<file path="src/hdl/sacl_pkg.sv">
`default_nettype none

package sacl_pkg;

   // Default geometry of the line memory
   localparam int MAX_SET_BITS_DEF = 6;
   localparam int MAX_WAYS_DEF     = 8;

   // Field widths
   localparam int ADDR_W  = 32;
   localparam int TAG_W   = 32;
   localparam int STAMP_W = 32;
   localparam int CNT_W   = 32;

   // Register port
   localparam int CSR_ADDR_W = 4;
   localparam int CSR_DATA_W = 32;

   localparam logic [1:0] REG_SET_BITS   = 2'd0;
   localparam logic [1:0] REG_BLOCK_BITS = 2'd1;
   localparam logic [1:0] REG_WAYS       = 2'd2;

   typedef enum logic [1:0] {
      MODE_LOAD,
      MODE_STORE,
      MODE_MODIFY,
      MODE_INSTR
   } mode_type;

   typedef enum logic [1:0] {
      OUT_NONE,
      OUT_HIT,
      OUT_FILL,
      OUT_EVICT
   } outcome_type;

   typedef enum logic [2:0] {
      ST_CLEAR,
      ST_IDLE,
      ST_LOOK,
      ST_UPDATE,
      ST_DONE
   } state_type;

   typedef struct packed {
      logic [2:0] set_bits;
      logic [4:0] block_bits;
      logic [3:0] ways;
   } cfg_type;

   // Count up, stick at all ones
   function automatic logic [CNT_W-1:0] sat_inc(input logic [CNT_W-1:0] value);
      return (&value) ? value : value + CNT_W'(1);
   endfunction

endpackage

`default_nettype wire

</file>
<file path="src/hdl/sacl_lookup.sv">
`default_nettype none

module sacl_lookup #(
   parameter  int MAX_WAYS = sacl_pkg::MAX_WAYS_DEF,
   localparam int WAY_W    = (MAX_WAYS > 1) ? $clog2(MAX_WAYS) : 1
) (
   input  wire  [MAX_WAYS-1:0]                         valid,
   input  wire  [MAX_WAYS-1:0][sacl_pkg::TAG_W-1:0]    tags,
   input  wire  [MAX_WAYS-1:0][sacl_pkg::STAMP_W-1:0]  stamps,
   input  wire  [MAX_WAYS-1:0]                         in_use,
   input  wire  [sacl_pkg::TAG_W-1:0]                  tag,
   input  wire  [sacl_pkg::STAMP_W-1:0]                now,
   output logic                                        hit_found,
   output logic [WAY_W-1:0]                            hit_way,
   output logic                                        inv_found,
   output logic [WAY_W-1:0]                            inv_way,
   output logic [MAX_WAYS-1:0][sacl_pkg::STAMP_W-1:0]  ages
);

   // Lowest matching way wins, lowest empty way is filled first
   always_comb begin
      hit_found = 1'b0;
      hit_way   = '0;
      inv_found = 1'b0;
      inv_way   = '0;
      for (int w = MAX_WAYS - 1; w >= 0; w--) begin
         if (in_use[w] && valid[w] && (tags[w] == tag)) begin
            hit_found = 1'b1;
            hit_way   = WAY_W'(w);
         end
         if (in_use[w] && !valid[w]) begin
            inv_found = 1'b1;
            inv_way   = WAY_W'(w);
         end
         // Ways outside the active count age as zero and never win
         ages[w] = in_use[w] ? (now - stamps[w]) : '0;
      end
   end

endmodule

`default_nettype wire

</file>
<file path="config.mk">
export PLATFORM = sky130hd
export DESIGN_NAME = sacl_lookup
export DESIGN_NICKNAME = d
export VERILOG_FILES = /design/src/hdl/sacl_pkg.sv /design/src/hdl/sacl_lookup.sv
export SDC_FILE = /design/constraint.sdc
export NUM_CORES = 1
export LEC_CHECK = 0
export BUFFER_PORTS_ARGS = -buffer_cell sky130_fd_sc_hd__buf_2
export CAP_MARGIN = 20
export CORE_AREA = 2 2 333 335
export DETAILED_ROUTE_END_ITERATION = 8
export DIE_AREA = 0 0 335 337
export GPL_TIMING_DRIVEN = 0
export PLACE_DENSITY_LB_ADDON = 0.2
export RECOVER_POWER = 50
export SETUP_SLACK_MARGIN = 0.4
export SLEW_MARGIN = 20
export SYNTH_ARGS = -nofsm -noshare
export SYNTH_HDL_FRONTEND = slang
export SYNTH_SLANG_ARGS = --single-unit
</file>
<file path="constraint.sdc">
create_clock -name vclk -period 3.5
set_clock_uncertainty 0.15 [all_clocks]
set_input_delay 0.525 -clock vclk [all_inputs]
set_output_delay 0.525 -clock vclk [all_outputs]
set_load 0.03 [all_outputs]
</file>
======== After elaboration in Yosys (flattened, before gate mapping) ========
Cells that the tools add are included.
word-level totals
  input port bits ......................... 592
  register bits after elaboration ......... 0
  word-level logic and storage cells ...... 88
  output and inout port bits .............. 264
cells by class
  add/subtract/negate cells ............... 8
  equal/unequal tests ..................... 8
  reductions and logical operators ........ 32
  mux-type cells .......................... 40
operator list
  kind                 number
  $eq A32 B32 Y1       8
  $mux W32             8
  $sub A32 B32 Y32     8
  $mux W3              16
  $logic_and A1 B1 Y1  24
  $mux W1              16
  $logic_not A1 Y1     8

======== Longest topological paths before layout ========
  depth in word-level cells ............... 10
  mapped depth ............................ 12
  gate-level depth less buffers ........... 12

======== Worst setup path after synthesis ========
OpenSTA, ideal clock, no wires.
  path kind ............................... in2out
  start ................................... input now[0] in the netlist's numbering
  end ..................................... output ages[56] in the netlist's numbering
  path buffers ............................ 0
  data required time ...................... 2.825 ns
  stages .................................. 12
  slack ................................... -0.568 ns
  arrival ................................. 3.393 ns
  cells stage by stage .................... inv_1 -> ha_1 -> inv_1 -> fa_1 -> a211oi_1 -> o211ai_1 -> a41oi_1 -> nor4b_1 -> nor2_1 -> o21ai_2 -> a221oi_1 -> mux2i_1
RTL lines
  item                line               text
  start: declaration  sacl_lookup.sv:12  input wire [sacl_pkg::STAMP_W-1:0] now,
  end: declaration    sacl_lookup.sv:17  output logic [MAX_WAYS-1:0][sacl_pkg::STAMP_W-1:0] ages

==> results.cfg <==
[timing]
rsz0062_at_grt = true
tightest_slew_ps = 1340
fmax_mhz = 242
fin_setup_tns_ps = -45760
timing.final.ws_setup_ps = -628
period_minus_slack_ps = 4130
setup-violations-final = 163
finalCritPeriodShare_pct = 118
slew_headroom_pct = 10.9
timing.hold.ws_ps = 1320
drv_slew = 0
hold_viol = 0

[setup_path]
crit_top_cell = buf_6
crit_family = compound AO/OA/AOI/OAI gates
max_stage_delay_ps = 280
critPathCaptureType = output port
cp_num_buf_inv = 8
cp_max_fo = 6
cp_slowest_cell = a41oi_2
crit_required_ps = 2820
start_kind = input pin
crit_chain = buf_6 > clkinvlp_4 > buf_12 > buf_4 > buf_6 > ha_4 > inv_2 > fa_2 > a21oi_2 > nand4b_1 > a21oi_2 > o2111ai_2 > a41oi_2 > o211ai_1 > buf_4 > a21oi_4 > mux2i_4 > buf_6
cp.arrival_ps = 3450
crit_type = input pin to output port

[yosys]
yosys.area_share.simple_pct = 25.3
synthXorXnorAreaFrac_pct = 19.6
synth_mux_area_share_pct = 1.68
synth.top_cell.area_share_pct = 17.4
syn_inst = 2692
synthTopCellsByArea = ha_1 (17%), xor2_1 (11%), xnor2_1 (8.3%), inv_1 (6.6%), a21oi_1 (5.9%)
synth_compound_area_share_pct = 26.7
yosysWarnings = 0
yosysUniqueCellTypes = 86
yosysSeqAreaShare_pct = 0
syn-num-nets = 3540
syn_avg_cell_area_um2 = 6.63
syn_area_um2 = 17800
yosys.area_share.adder_pct = 18.3
synth_top_family_by_area = compound AO/OA/AOI/OAI gates
synth_top_area_cell = ha_1

[finish]
drive_gt1_share_pct = 46.6
area_delta_synth_final_pct = 81.7
seq_cells = 0
final_cell_mix = buf_2 (556), inv_1 (290), buf_6 (233)
fillers = 12023
finalNonFillerCells = 5178
clkbuf_count = 0
layout.nets = 4584
layout_commonest_cell = buf_2
regArea_um2 = 0

[placed_design]
dp_hpwl_mm = 109
place_inst = 4945
gp_congestion = 0.914
portBuffers = 821

[global_route]
track_usage_pct = 22.2
grt_max_degree = 11
grt-ovfl-total = 0
antenna_found_initial = 38
grt_pass1_wl_mm = 179
grt_pass1_vias = 24306

[die]
fp-row-count = 122
die_area_um2 = 113000
initial_core_util_pct = 16.3
num_io_pins = 856
die_w_um = 335
die_h_um = 337
coreArea_um2 = 110000

[route]
wirelength_mm = 133
drc_errors = 0
routedWlPerCell_um = 25.8
drt-initial-drc-count = 1382
routed_via_density = 4.74
vias = 24541
drtPass1Iterations = 6
ant_nets = 0

[run_status]
outcome = finished with violations
violations = setup timing

[cts]
cts_hold_buf = 0

[power_and_ir_drop]
p_leak_nw = 14.7
p_total_mw = 7.20
powerDensity_nw_per_um2 = 222
max-vdd-ir-drop_v = 0.000102

[min_path]
holdPathStages = 4
holdPathEnd = ages[160]
hold_path_startpoint = stamps[160]
min_path_type = input pin to output port

[flow_run]
maxCapViolations = 0
area by class of cell:
class	count	area (um^2)	share of cell area, %
antenna	18	45.0	0.139
buffer	75	717	2.21
inverter	318	1250	3.84
multi-input combinational	2299	21000	64.9
tap	1426	1780	5.50
timing repair buffer	1042	7600	23.4
per-stage QoR:
stage / setup WS (ps) / util, % / cell area, um^2
global placement: -2250 / 23.7 / 25900
finish: -628 / 29.6 / 32400
global route: -689 / 29.6 / 32400
floorplan: -131 / - / 20000
CTS: -626 / 28.0 / 30700
detailed placement: -1810 / 23.8 / 26100
tightest hold or removal path: cells and delay by family:
family        cells  cell delay [ps]
fa+ha+maj         1              120
buf+inv           2              260
simple gates      1               30
cell usage after synthesis, drive strengths merged, types with 6 or more instances:
cell type    n
a2111o       6
a2111oi      9
a211o       10
a211oi      34
a21boi      14
a21o        97
a21oi      214
a221o        6
a311oi       9
a31oi       29
a41oi       11
and2        29
and3        37
buf         26
clkbuf      49
fa           8
ha         248
inv        314
mux2i       30
nand2      166
nand2b      58
nand3       70
nand4       65
nor2       250
nor2b       21
nor3        73
nor3b       19
nor4        55
o2111ai      9
o211ai      22
o21a        32
o21ai      132
o21bai      26
o311ai       6
o31ai       15
o41ai        6
or2         16
or3         16
or4          9
xnor2      169
xor2       230
how the worst max path moves through the flow:
| stage | startpoint | endpoint | slack (ps) | depth (start not counted) |
|---|---|---|---|---|
| after floorplan | now[0] | ages[30] | -130 | 12 |
| after global placement | tag[19] | hit_way[0] | -2250 | 10 |
| after detailed placement | now[0] | ages[246] | -1810 | 14 |
| after CTS | now[0] | ages[56] | -630 | 15 |
| after global routing | now[0] | ages[30] | -690 | 16 |
| final | now[0] | ages[156] | -630 | 18 |
metal layers:
metal  part of all wire, %  GRT usage [%]
met3                   5.8           2.88
met1                    40           26.8
met5                 0.092              0
met2                    49           39.9
met4                   4.9           8.24
cell families after synthesis:
kind of cell | after synthesis
AO/OA/AOI/OAI | 716
buffers and inverters | 393
AND/OR/NAND/NOR | 898
XOR/XNOR | 399
multiplexers | 30
adder cells (fa/ha/maj) | 256
report_power, final:
part	switching, mW	internal (mW)	total, mW
logic	4.18	3.02	7.20
registers	0	0	0
clock network	0	0.000000469	0.000000469
repair_timing:
item | 4_1_cts | 5_1_grt
pin swaps | 269 | 246
gates cloned | 1 | 0
hold endpoints to repair | 0 | 0
setup endpoints to repair | 259 | 231
setup buffers | 147 | 67
resized for setup | 837 | 317
(Power assumes the default switching activity.)
