File: config.mk
export PLATFORM = sky130hd
export DESIGN_NAME = sacl_victim
export DESIGN_NICKNAME = d
export VERILOG_FILES = /design/src/hdl/sacl_pkg.sv /design/src/hdl/sacl_victim.sv
export SDC_FILE = /design/constraint.sdc
export NUM_CORES = 1
export LEC_CHECK = 0
export BUFFER_PORTS_ARGS = -buffer_cell sky130_fd_sc_hd__buf_2
export CAP_MARGIN = 15
export CORE_MARGIN = 2
export CORE_UTILIZATION = 35
export DETAILED_ROUTE_END_ITERATION = 10
export SYNTH_ARGS = -nofsm -noshare
export SYNTH_HDL_FRONTEND = slang
export SYNTH_SLANG_ARGS = --single-unit
File: constraint.sdc
create_clock -name vclk -period 10.1
set_input_delay 1.01 -clock vclk [all_inputs]
set_output_delay 1.01 -clock vclk [all_outputs]
set_load 0.03 [all_outputs]
File: src/hdl/sacl_pkg.sv
`default_nettype none

package sacl_pkg;

   // Default geometry of the line memory
   localparam int MAX_SET_BITS_DEF = 6;
   localparam int MAX_WAYS_DEF     = 8;

   // Field widths
   localparam int ADDR_W  = 32;
   localparam int TAG_W   = 32;
   localparam int STAMP_W = 32;
   localparam int CNT_W   = 32;

   // Register port
   localparam int CSR_ADDR_W = 4;
   localparam int CSR_DATA_W = 32;

   localparam logic [1:0] REG_SET_BITS   = 2'd0;
   localparam logic [1:0] REG_BLOCK_BITS = 2'd1;
   localparam logic [1:0] REG_WAYS       = 2'd2;

   typedef enum logic [1:0] {
      MODE_LOAD,
      MODE_STORE,
      MODE_MODIFY,
      MODE_INSTR
   } mode_type;

   typedef enum logic [1:0] {
      OUT_NONE,
      OUT_HIT,
      OUT_FILL,
      OUT_EVICT
   } outcome_type;

   typedef enum logic [2:0] {
      ST_CLEAR,
      ST_IDLE,
      ST_LOOK,
      ST_UPDATE,
      ST_DONE
   } state_type;

   typedef struct packed {
      logic [2:0] set_bits;
      logic [4:0] block_bits;
      logic [3:0] ways;
   } cfg_type;

   // Count up, stick at all ones
   function automatic logic [CNT_W-1:0] sat_inc(input logic [CNT_W-1:0] value);
      return (&value) ? value : value + CNT_W'(1);
   endfunction

endpackage

`default_nettype wire

File: src/hdl/sacl_victim.sv
`default_nettype none

module sacl_victim #(
   parameter  int MAX_WAYS = sacl_pkg::MAX_WAYS_DEF,
   localparam int WAY_W    = (MAX_WAYS > 1) ? $clog2(MAX_WAYS) : 1,
   localparam int LEAVES   = 1 << WAY_W,
   localparam int NODES    = 2 * LEAVES - 1
) (
   input  wire  [MAX_WAYS-1:0][sacl_pkg::STAMP_W-1:0] ages,
   output logic [WAY_W-1:0]                           victim
);

   logic [sacl_pkg::STAMP_W-1:0] node_age [NODES];
   logic [WAY_W-1:0]             node_way [NODES];

   // Leaves: one per way, padding ages zero
   for (genvar i = 0; i < LEAVES; i++) begin : g_leaf
      if (i < MAX_WAYS) begin : g_used
         assign node_age[LEAVES-1+i] = ages[i];
      end else begin : g_pad
         assign node_age[LEAVES-1+i] = '0;
      end
      assign node_way[LEAVES-1+i] = WAY_W'(i);
   end

   // Oldest wins; on a tie keep the lower way (left child)
   for (genvar n = 0; n < LEAVES - 1; n++) begin : g_node
      assign node_age[n] = (node_age[2*n+2] > node_age[2*n+1]) ? node_age[2*n+2]
                                                               : node_age[2*n+1];
      assign node_way[n] = (node_age[2*n+2] > node_age[2*n+1]) ? node_way[2*n+2]
                                                               : node_way[2*n+1];
   end

   assign victim = node_way[0];

endmodule

`default_nettype wire

Yosys cells after proc, flatten, opt, wreduce, memory -nomap -nowiden. Cells that the tools add are included.

Bitwise logic cells: 0. $mul: 0. Reduce and logical (&&, ||, !) cells: 0. Eq/ne operators: 0. Div/mod/pow operators: 0. Multiplexer cells: 13. Add/subtract/negate cells: 0. Shifts and indexed selects: 0. Magnitude comparators: 7.

Operator list (count): 32-bit > comparator (7); 32-bit 2-to-1 mux (6); 3-bit 2-to-1 mux (3); 1-bit 2-to-1 mux (4).

Bits in latches: 0. Bits in registers: 0. Memory bits (writable): 0. Output and inout port bits: 3. Logic and storage cells: 20. Memories kept: 0. ROM bits: 0. Input port bits: 256.

Depth between registers and ports, before layout.
Depth in word-level cells: 6. Mapped depth: 26. Gate-level depth less buffers: 24.

Least setup slack after synthesis. Ideal clock, no wire load.

Kind: input port to output port. Start point: input ages[78] (netlist bit). End point: output victim[1]. Slack: 2132 ps. Arrival time: 6958 ps. Buffers on the path: 2. Data required time: 9090 ps. Stages on the path: 25. Cell sequence: inv_1 -> ha_1 -> nand4_1 -> or4_1 -> or3_4 -> o21ai_4 -> buf_6 -> mux2i_1 -> inv_1 -> ha_1 -> a21oi_1 -> o21ai_0 -> a221oi_1 -> o31ai_1 -> o21ai_1 -> clkbuf_1 -> mux2_2 -> ha_1 -> a21o_1 -> a21o_1 -> a21oi_1 -> o22ai_1 -> o31ai_1 -> nand2_1 -> mux2i_1.

Word-level cells in the longest chain between the ends: 6. Elaborated cells on any way between the ends: 7. Those cells by class: order compare (3); mux (4).

RTL lines: from (decl) (line sacl_victim.sv:9) `input wire [MAX_WAYS-1:0][sacl_pkg::STAMP_W-1:0] ages,`; 32-bit > comparator (line sacl_victim.sv:28) `assign node_age[n] = (node_age[2*n+2] > node_age[2*n+1]) ? node_age[2*n+2]`; 32-bit 2-to-1 mux * (line sacl_victim.sv:28); 32-bit > comparator (line sacl_victim.sv:28, sacl_victim.sv:30); 32-bit 2-to-1 mux (line sacl_victim.sv:28); 32-bit > comparator (line sacl_victim.sv:30) `assign node_way[n] = (node_age[2*n+2] > node_age[2*n+1]) ? node_way[2*n+2]`; 3-bit 2-to-1 mux * (line sacl_victim.sv:30); to (decl) (line sacl_victim.sv:10) `output logic [WAY_W-1:0] victim`.

Every way passes the cells marked *; elsewhere a longest branch is shown, timed or not.

Worst setup path in the final report.
Start point: input ages[91] (netlist bit). End point: output victim[1].

The elaborated chain is that of the path after synthesis.

==> flow_metrics.py <==
metrics = {
    "pwr": {
        "power_density_mw_per_mm2": 76.75,
        "leakagePower_nw": 5.764,
        "power.switching_mw": 0.3876,
        "seq_power_share_pct": 0,
        "p_int_mw": 0.3255,
        "p_sw_share_pct": 54.35,
        "p_comb_share_pct": 100.0,
        "ir_worst_vdd_mv": 0.03126,
        "pwr-share-clk_pct": 0,
    },
    "route": {
        "drt_iter0_drc": 266,
        "route.detailed.drc": 0,
        "wire_per_inst_um": 15.27,
        "ant_nets": 0,
        "vias": 7682,
        "viasPerCell": 5.081,
        "dr.pass1.iters": 4,
        "wirelength_mm": 23.09,
    },
    "die": {
        "dieArea_mm2": 0.02332,
        "core-area_mm2": 0.02176,
        "num_rows": 54,
        "initial_utilization_pct": 35.58,
        "die_y_um": 152.7,
        "io_pins": 259,
        "die_w_um": 152.7,
    },
    "sta": {
        "relSlewSlack_pct": 47.76,
        "hold_viol_final": 0,
        "final.setup.tns_ns": 0,
        "fin_crit_sh_pct": 88.26,
        "rsz0062_at_grt": "false",
        "max_freq_mhz": 112.2,
        "min_period_ns": 8.915,
        "setup_violations": 0,
        "final-max-slew-violation-count": 0,
        "worst_pin_slew_ns": 0.7806,
    },
    "logic_synthesis": {
        "yosysSeqAreaShare_pct": 0,
        "ys_types": 41,
        "ys_top_cells_by_area": "ha_1 36%, mux2i_1 21%, inv_1 9.7%",
        "avgSynthCellArea_um2": 7.859,
        "yosysMostFrequentCell": "ha_1",
        "synth_top_area_share_pct": 36.20,
        "yosys_warnings": 0,
        "post-synth-top-area-cell": "ha_1",
        "synth_common_cells": "224 x ha_1, 200 x inv_1, 163 x mux2i_1",
        "synth_fp_nets": 1465,
        "syn_inst": 985,
        "post_synth_instance_area_mm2": 0.007741,
    },
    "final_layout": {
        "clockBufferCount": 0,
        "nets": 1714,
        "antenna_cells": 0,
        "syn_to_final_growth_pct": 20.01,
        "seq_cell_count": 0,
        "design_area_mm2": 0.009290,
        "ff_latch_area_um2": 0,
        "drive_above_1_share_pct": 25.00,
    },
    "setup_path": {
        "start_kind": "input port",
        "crit_fanout": 21,
        "worst_setup_path_end_kind": "output port",
        "slowest_stage": "o21ai_4",
        "crit_required_ns": 9.09,
        "crit_path_frequent_cell": "ha_1",
        "slowest_delay_ns": 0.65,
        "worstSetupPathType": "in2out",
        "cp.arrival_ns": 7.90,
    },
    "global_route": {
        "antenna_found_initial": 0,
        "grt-ovfl-total": 0,
        "globalRouteMet2Util_pct": 36.79,
        "grt_use_met1_pct": 24.85,
        "grt_max_degree": 34,
        "grtUsageMet3_pct": 0.9101,
        "grt_use_total_pct": 19.19,
        "first_global_vias": 7731,
        "grt_pass1_wl_mm": 37.39,
        "grt_busiest_layer": "met2",
    },
    "clock_network": {
        "hold_buffers": 0,
        "postCtsSetupRepairBufs": 0,
        "cts_resized": 0,
    },
    "placed_design": {
        "portBuffers": 259,
        "placed_cell_area_mm2": 0.009290,
        "dp_hpwl_mm": 21.35,
        "globalplace.congestion": 0.8425,
    },
    "hold_path": {
        "worstHoldPathType": "in2out",
    },
    "run": {
        "cap_viol_max_count": 0,
    },
    "run_status": {
        "status": "finished, final reports clean",
    },
}
==> critical path, delay by kind of cell <==
family / cells / cell delay, ns
AND/OR/NAND/NOR: 5 / 0.81
AO/OA/AOI/OAI: 11 / 2.92
adder cells (fa/ha/maj): 3 / 0.93
multiplexers: 3 / 0.92
buffers and inverters: 6 / 1.29
==> metal layers <==
| metal | wire, µm | vias to the layer above |
|---|---|---|
| li1 | - | 4050 |
| met1 | 10600 | 3443 |
| met2 | 11510 | 181 |
| met3 | 896 | 8 |
| met4 | 90 | 0 |
| met5 | 0 | - |
==> power groups by stage <==
stage | logic [mW] | registers, mW | clock network, mW
6_report | 0.713 | 0 | 0
5_1_grt | 0.814 | 0 | 0
4_1_cts | 0.723 | 0 | 0
3_5_place_dp | 0.719 | 0 | 0
3_3_place_gp | 0.708 | 0 | 0
2_1_floorplan | 0.513 | 0 | 0
==> cells in the final DEF (no fill, tap or decap), types with 19 or more instances in the layout <==
cell     count
nor2_1      19
mux2_2      25
nand2_1     55
a21oi_1     79
o21ai_0     29
mux2i_1    163
nand4_1     37
ha_1       224
nand3_1     24
buf_2      259
inv_1      200
==> kinds of logic after synthesis <==
group,share of synthesized area (%)
fa+ha+maj,36.20
simple gates,11.86
buf+inv,11.98
compound gates,13.69
mux,26.26
==> worst paths after layout <==
kind              startpoint  cells after the start  slack, ns   endpoint
setup / recovery    ages[91]                     28       1.19  victim[1]
hold / removal     ages[239]                      8       3.06  victim[2]
==> cell type report <==
type	count	area, µm²
Fill cell	2257	12470
Inverter	200	750.7
Timing Repair Buffer	265	1341
Multi-Input combinational cell	767	6848
Tap cell	280	350.3
==> per-stage QoR <==
stage	total power [mW]	hold WS, ns	setup WS, ns	utilization, %	instances
after detailed placement	0.7193	3.084	1.034	42.70	1512
after global placement	0.7083	3.079	1.177	42.70	1512
final	0.7131	3.057	1.185	42.70	1512
after global routing	0.8136	3.165	0.5647	42.70	1512
after floorplan	0.5129	2.709	2.132	-	985
after CTS	0.7231	3.083	1.037	42.70	1512
No activity file was read; power rests on OpenSTA's default activity.
