$ cat config.mk
export PLATFORM = sky130hd
export DESIGN_NAME = sacl_csr
export DESIGN_NICKNAME = d
export VERILOG_FILES = /design/src/hdl/sacl_pkg.sv /design/src/hdl/sacl_csr.sv
export SDC_FILE = /design/constraint.sdc
export NUM_CORES = 1
export LEC_CHECK = 0
export BUFFER_PORTS_ARGS = -buffer_cell sky130_fd_sc_hd__buf_2
export CAP_MARGIN = 0
export CORE_MARGIN = 4
export CORE_UTILIZATION = 31
export DETAILED_ROUTE_END_ITERATION = 16
export PLACE_DENSITY = 0.75
export SLEW_MARGIN = 10
export SYNTH_ARGS = -nofsm -noshare
export SYNTH_HDL_FRONTEND = slang
export SYNTH_SLANG_ARGS = --single-unit
$ cat constraint.sdc
create_clock -name clock -period 0.92 [get_ports clock]
set_input_delay 0.138 -clock clock [delete_from_list [all_inputs] [get_ports clock]]
set_output_delay 0.138 -clock clock [all_outputs]
set_load 0.005 [all_outputs]
$ cat src/hdl/sacl_pkg.sv
`default_nettype none

package sacl_pkg;

   // Default geometry of the line memory
   localparam int MAX_SET_BITS_DEF = 6;
   localparam int MAX_WAYS_DEF     = 8;

   // Field widths
   localparam int ADDR_W  = 32;
   localparam int TAG_W   = 32;
   localparam int STAMP_W = 32;
   localparam int CNT_W   = 32;

   // Register port
   localparam int CSR_ADDR_W = 4;
   localparam int CSR_DATA_W = 32;

   localparam logic [1:0] REG_SET_BITS   = 2'd0;
   localparam logic [1:0] REG_BLOCK_BITS = 2'd1;
   localparam logic [1:0] REG_WAYS       = 2'd2;

   typedef enum logic [1:0] {
      MODE_LOAD,
      MODE_STORE,
      MODE_MODIFY,
      MODE_INSTR
   } mode_type;

   typedef enum logic [1:0] {
      OUT_NONE,
      OUT_HIT,
      OUT_FILL,
      OUT_EVICT
   } outcome_type;

   typedef enum logic [2:0] {
      ST_CLEAR,
      ST_IDLE,
      ST_LOOK,
      ST_UPDATE,
      ST_DONE
   } state_type;

   typedef struct packed {
      logic [2:0] set_bits;
      logic [4:0] block_bits;
      logic [3:0] ways;
   } cfg_type;

   // Count up, stick at all ones
   function automatic logic [CNT_W-1:0] sat_inc(input logic [CNT_W-1:0] value);
      return (&value) ? value : value + CNT_W'(1);
   endfunction

endpackage

`default_nettype wire

$ cat src/hdl/sacl_csr.sv
`default_nettype none

module sacl_csr (
   input  wire                                clock,
   input  wire                                reset,
   input  wire                                psel,
   input  wire                                penable,
   input  wire                                pwrite,
   input  wire  [sacl_pkg::CSR_ADDR_W-1:0]    paddr,
   input  wire  [sacl_pkg::CSR_DATA_W-1:0]    pwdata,
   output logic [sacl_pkg::CSR_DATA_W-1:0]    prdata,
   output logic                               pready,
   output sacl_pkg::cfg_type                  cfg
);

   sacl_pkg::cfg_type cfg_ff;
   sacl_pkg::cfg_type cfg_in;
   logic [1:0]        reg_idx;

   assign reg_idx = paddr[sacl_pkg::CSR_ADDR_W-1:2];
   assign pready  = 1'b1;
   assign cfg     = cfg_ff;

   // Take a write in the access phase
   always_comb begin
      cfg_in = cfg_ff;
      if (psel && penable && pwrite) begin
         unique case (reg_idx)
            sacl_pkg::REG_SET_BITS:   cfg_in.set_bits   = pwdata[2:0];
            sacl_pkg::REG_BLOCK_BITS: cfg_in.block_bits = pwdata[4:0];
            sacl_pkg::REG_WAYS:       cfg_in.ways       = pwdata[3:0];
            default: ;
         endcase
      end
   end

   always_ff @(posedge clock) begin
      if (reset) begin
         cfg_ff.set_bits   <= 3'd0;
         cfg_ff.block_bits <= 5'd0;
         cfg_ff.ways       <= 4'd1;
      end else begin
         cfg_ff <= cfg_in;
      end
   end

   // Read back the selected register
   always_comb begin
      unique case (reg_idx)
         sacl_pkg::REG_SET_BITS:   prdata = sacl_pkg::CSR_DATA_W'(cfg_ff.set_bits);
         sacl_pkg::REG_BLOCK_BITS: prdata = sacl_pkg::CSR_DATA_W'(cfg_ff.block_bits);
         sacl_pkg::REG_WAYS:       prdata = sacl_pkg::CSR_DATA_W'(cfg_ff.ways);
         default:                  prdata = '0;
      endcase
   end

endmodule

`default_nettype wire

=== Word-level counts from Yosys, hierarchy flattened ===
Index checks and enable logic that the tools add are counted.

* Input port bits: 41
* Output and inout bits: 45
* Logic and storage cells: 12
* Register bits: 12

* Mux-type cells: 1
* Reduce and logical (&&, ||, !) cells: 6
* Equality and inequality tests: 2

{| class="wikitable"
|+ Operators with widths
! kind !! count
|-
| case mux 5 bit (3 select lines) || 1
|-
| AND reduction 2 bit || 3
|-
| equality test 2 x 1 -> 1 bit, second input constant || 1
|-
| equality test 2 bit, second input constant || 1
|-
| logical AND 1 bit || 2
|-
| logical NOT 2 bit || 1
|}

=== Longest topological paths before layout ===
* Word-level depth: 3
* Depth in mapped cells: 4
* Depth with buffers taken out: 3

=== Least setup slack after synthesis ===
OpenSTA, ideal clock, no wires.

* Path type: in2reg
* Start: input port paddr[2] (netlist name)
* End: register cfg_ff (netlist bit cfg[1])
* Setup time: 0.121 ns
* Arrival time: 0.772 ns
* Slack: 0.027 ns
* Buffers on the path: 1
* Cell stages on the path: 4
* Required time: 0.799 ns
* Cells stage by stage: buf_6 and2b_2 nand4_1 mux2i_1

* Longest elaborated chain between the ends: 2

{| class="wikitable"
|+ RTL lines
! element !! line !! text
|-
| start: declaration || sacl_csr.sv:9 || <nowiki>input wire [sacl_pkg::CSR_ADDR_W-1:0] paddr,</nowiki>
|-
| equality test 2 bit || sacl_csr.sv:28 || <nowiki>unique case (reg_idx)</nowiki>
|-
| AND reduction 2 bit (no line) || -- ||
|-
| end signal: assignment || sacl_csr.sv:43 || <nowiki>cfg_ff <= cfg_in;</nowiki>
|-
| end: declaration || sacl_csr.sv:16 || <nowiki>sacl_pkg::cfg_type cfg_ff;</nowiki>
|}

No other way between the ends.
A chain may end at the register's enable or synchronous reset.

=== Worst setup path after layout ===
* Start: register cfg_ff (netlist bit cfg[6])
* End: output port prdata[2] (netlist name)

* Longest elaborated chain between the ends: 1

{| class="wikitable"
|+ RTL lines
! element !! line !! text
|-
| case mux 5 bit (3 select lines) || sacl_csr.sv:49 || <nowiki>unique case (reg_idx)</nowiki>
|-
| end: declaration || sacl_csr.sv:11 || <nowiki>output logic [sacl_pkg::CSR_DATA_W-1:0] prdata,</nowiki>
|}

No other way between the ends.

==> impl_metrics.json <==
{
  "status": "finished, violations left",
  "violations": "setup timing",
  "syn_area_um2": 830,
  "start_kind": "register",
  "synth-seq-cells": 12,
  "yosysSeqAreaShare_pct": 29.0,
  "clkPwrFrac_pct": 37.3,
  "grt_pass1_wl_um": 3040,
  "p_total_w": 0.00116,
  "rrSetupSlack_ps": 60,
  "dr.pass1.iters": 4,
  "drive_gt1_share_pct": 49.3,
  "synth_xor_area_share_pct": 0,
  "comb_power_share_pct": 16.8,
  "synth_top_area_share_pct": 29.0,
  "yosys_warnings": 0,
  "antenna_found_initial": 0,
  "hold_ws_ps": 107,
  "clock_latency_ps": 280,
  "path_max_fanout": 2,
  "cts_buffers": 3,
  "num_vias": 727,
  "hold_path_end": "cfg[8]",
  "drc": 0,
  "largest_reg_flops": 12,
  "post-dp-hpwl_um": 1420,
  "report.final.slew_viol_count": 0,
  "cp.required_ps": 780,
  "dieArea_mm2": 0.00357,
  "hp-class": "in2reg",
  "crit_slowest_cell": "dfxtp_2",
  "synth_top_family_by_area": "buffers and inverters",
  "async_reset_ff_share_pct": 0,
  "synthMuxAreaShare_pct": 18.1,
  "sw_frac_of_total_pct": 25.5,
  "synth-main-ff-cell": "dfxtp_1",
  "final.min_clock_period_ps": 1080,
  "dp_worst_setup_slack_ps": -162,
  "postCtsHoldBufs": 0,
  "routabilityCongestion": 0.764,
  "synth_compound_area_share_pct": 2.87,
  "cts_buffer_depth": 2,
  "rr_worst_depth": 4,
  "fp.coreArea_mm2": 0.00252,
  "num_antenna_cells": 0,
  "worstPathCellList": "mux2i_1 > o21ai_1 > buf_2",
  "intPower_w": 0.000863,
  "clock-sinks": 12,
  "p_per_area_mw_per_mm2": 957,
  "clk_pin_slew_ps": 80,
  "min_from": "pwdata[4]",
  "synth-adder-area-share_pct": 0,
  "ant_nets": 0,
  "synth_cells": 92,
  "io_pins": 86,
  "peakVddDrop_uv": 768,
  "drt_wl_total_um": 2020,
  "die_x_um": 59.7,
  "seq_area_um2": 255,
  "power.switching_w": 0.000296,
  "ys_top_cells_by_area": "dfxtp_1, buf_4, mux2i_1",
  "rsz0062_at_grt": "true",
  "cts_root_buffer": "clkbuf_4",
  "yosysUniqueCellTypes": 19,
  "min_path_cells": 3,
  "r2r-start": "cfg[3]",
  "period_share_pct": 118,
  "synth_area_leader_cell": "dfxtp_1",
  "cap_violations": 0,
  "grt_max_degree": 19,
  "multi_input_area_um2": 473,
  "h-tree-depth": 1,
  "drt_iter0_markers": 10,
  "initial_core_util_pct": 32.9,
  "yosys-top-cells-count": "buf_4, nand2b_1, mux2i_1, dfxtp_1",
  "area_growth_syn_to_layout_pct": 46.0,
  "pwr-share-seq_pct": 45.9,
  "synth-simple-area-share_pct": 22.0,
  "worstSetupEndpointType": "primary output",
  "fmax_ghz": 0.924,
  "max_stage_delay_ps": 350,
  "reg2reg_to": "cfg[3]",
  "viasPerCell": 4.23,
  "io_buffers": 28,
  "synth-edff-count": 0,
  "crit_buf_inv": 1,
  "rows": 18,
  "skew_ps": 0,
  "die_y_um": 59.7,
  "fillers": 236,
  "power_leakage_nw": 0.632,
  "worstSetupPathType": "reg2out",
  "yosysMostFrequentCell": "buf_4",
  "cts_tree": "built",
  "grt_use_total_pct": 11.4,
  "hold_viol": 0,
  "nets": 184,
  "synth_area_per_cell_um2": 9.02,
  "setup-violations-final": 14,
  "cp.arrival_ps": 940,
  "layout_setup_ws_ps": -162,
  "path_delay_family": "flip-flops",
  "grt_pass1_vias": 698,
  "grt-ovfl-total": 0,
  "tns_ps": -1040,
  "detail_route.wl_per_cell_um": 11.8
}
==> cell type report <==
cell class,count,share of cell area (%)
multi-input combinational,76,39.0
timing repair buffer,50,33.8
sequential,12,21.1
tap,30,3.10
clock buffer,4,3.00
==> worst reg2reg max path: stages, from the launching register on <==
cell	delay, ps
dfxtp_2	330
buf_6	110
buf_4	120
nand2b_1	90
mux2i_1	90
==> logic make-up (layout without fill, tap and decap cells) <==
logic type,count (synthesis),after routing
DFF,12,12
muxes,15,15
AOI/OAI and AO/OA,4,4
buffers and inverters,30,54
other,2,28
and+or+nand+nor,29,29
==> worst max path at each step <==
stage               slack (ps)        end  cells after the start  startpoint
global placement          -130     cfg[8]                      4    paddr[3]
CTS                       -160  prdata[2]                      3      cfg[6]
floorplan                   30     cfg[1]                      4    paddr[2]
detailed placement        -160     cfg[6]                      4    paddr[3]
global route              -210  prdata[2]                      3      cfg[6]
finish                    -160  prdata[2]                      3      cfg[6]
==> power groups by stage <==
stage | logic, W | registers, W | clock network (W)
after CTS | 0.000180 | 0.000531 | 0.000440
final | 0.000195 | 0.000531 | 0.000432
after floorplan | 0.000171 | 0.000543 | 0
after global placement | 0.000156 | 0.000542 | 0
after global routing | 0.000217 | 0.000533 | 0.000466
after detailed placement | 0.000160 | 0.000543 | 0
==> placed cells by master, fill, tap and decap left out, types with 2 or more instances in the layout <==
cell / n
buf_4: 16
mux2i_1: 15
o21ai_1: 3
conb_1: 28
dfxtp_2: 12
nand2_1: 3
buf_6: 19
clkbuf_4: 3
nor2_1: 2
nand2b_1: 16
buf_2: 15
==> through the flow <==
| step | instance area [um2] | cells | utilization (%) |
|---|---|---|---|
| floorplan | 927 | 118 | - |
| global placement | 962 | 157 | 38.1 |
| detailed placement | 962 | 157 | 38.1 |
| CTS | 1140 | 169 | 45.3 |
| global route | 1210 | 172 | 48.0 |
| finish | 1210 | 172 | 48.0 |
==> per-layer routing <==
layer / share of wire, % / wire length [um] / GRT usage, %
met5: 0 / 0 / 0
met4: 1.7 / 34 / 5.70
met3: 11 / 220 / 2.38
met2: 51 / 1030 / 20.7
met1: 37 / 741 / 12.2
==> repair_timing <==
item,CTS,global route
resized for setup,27,13
pin swaps,0,1
buffers inserted,8,4
endpoints found under the setup margin,8,19
Power figures use the tool's default switching activity.
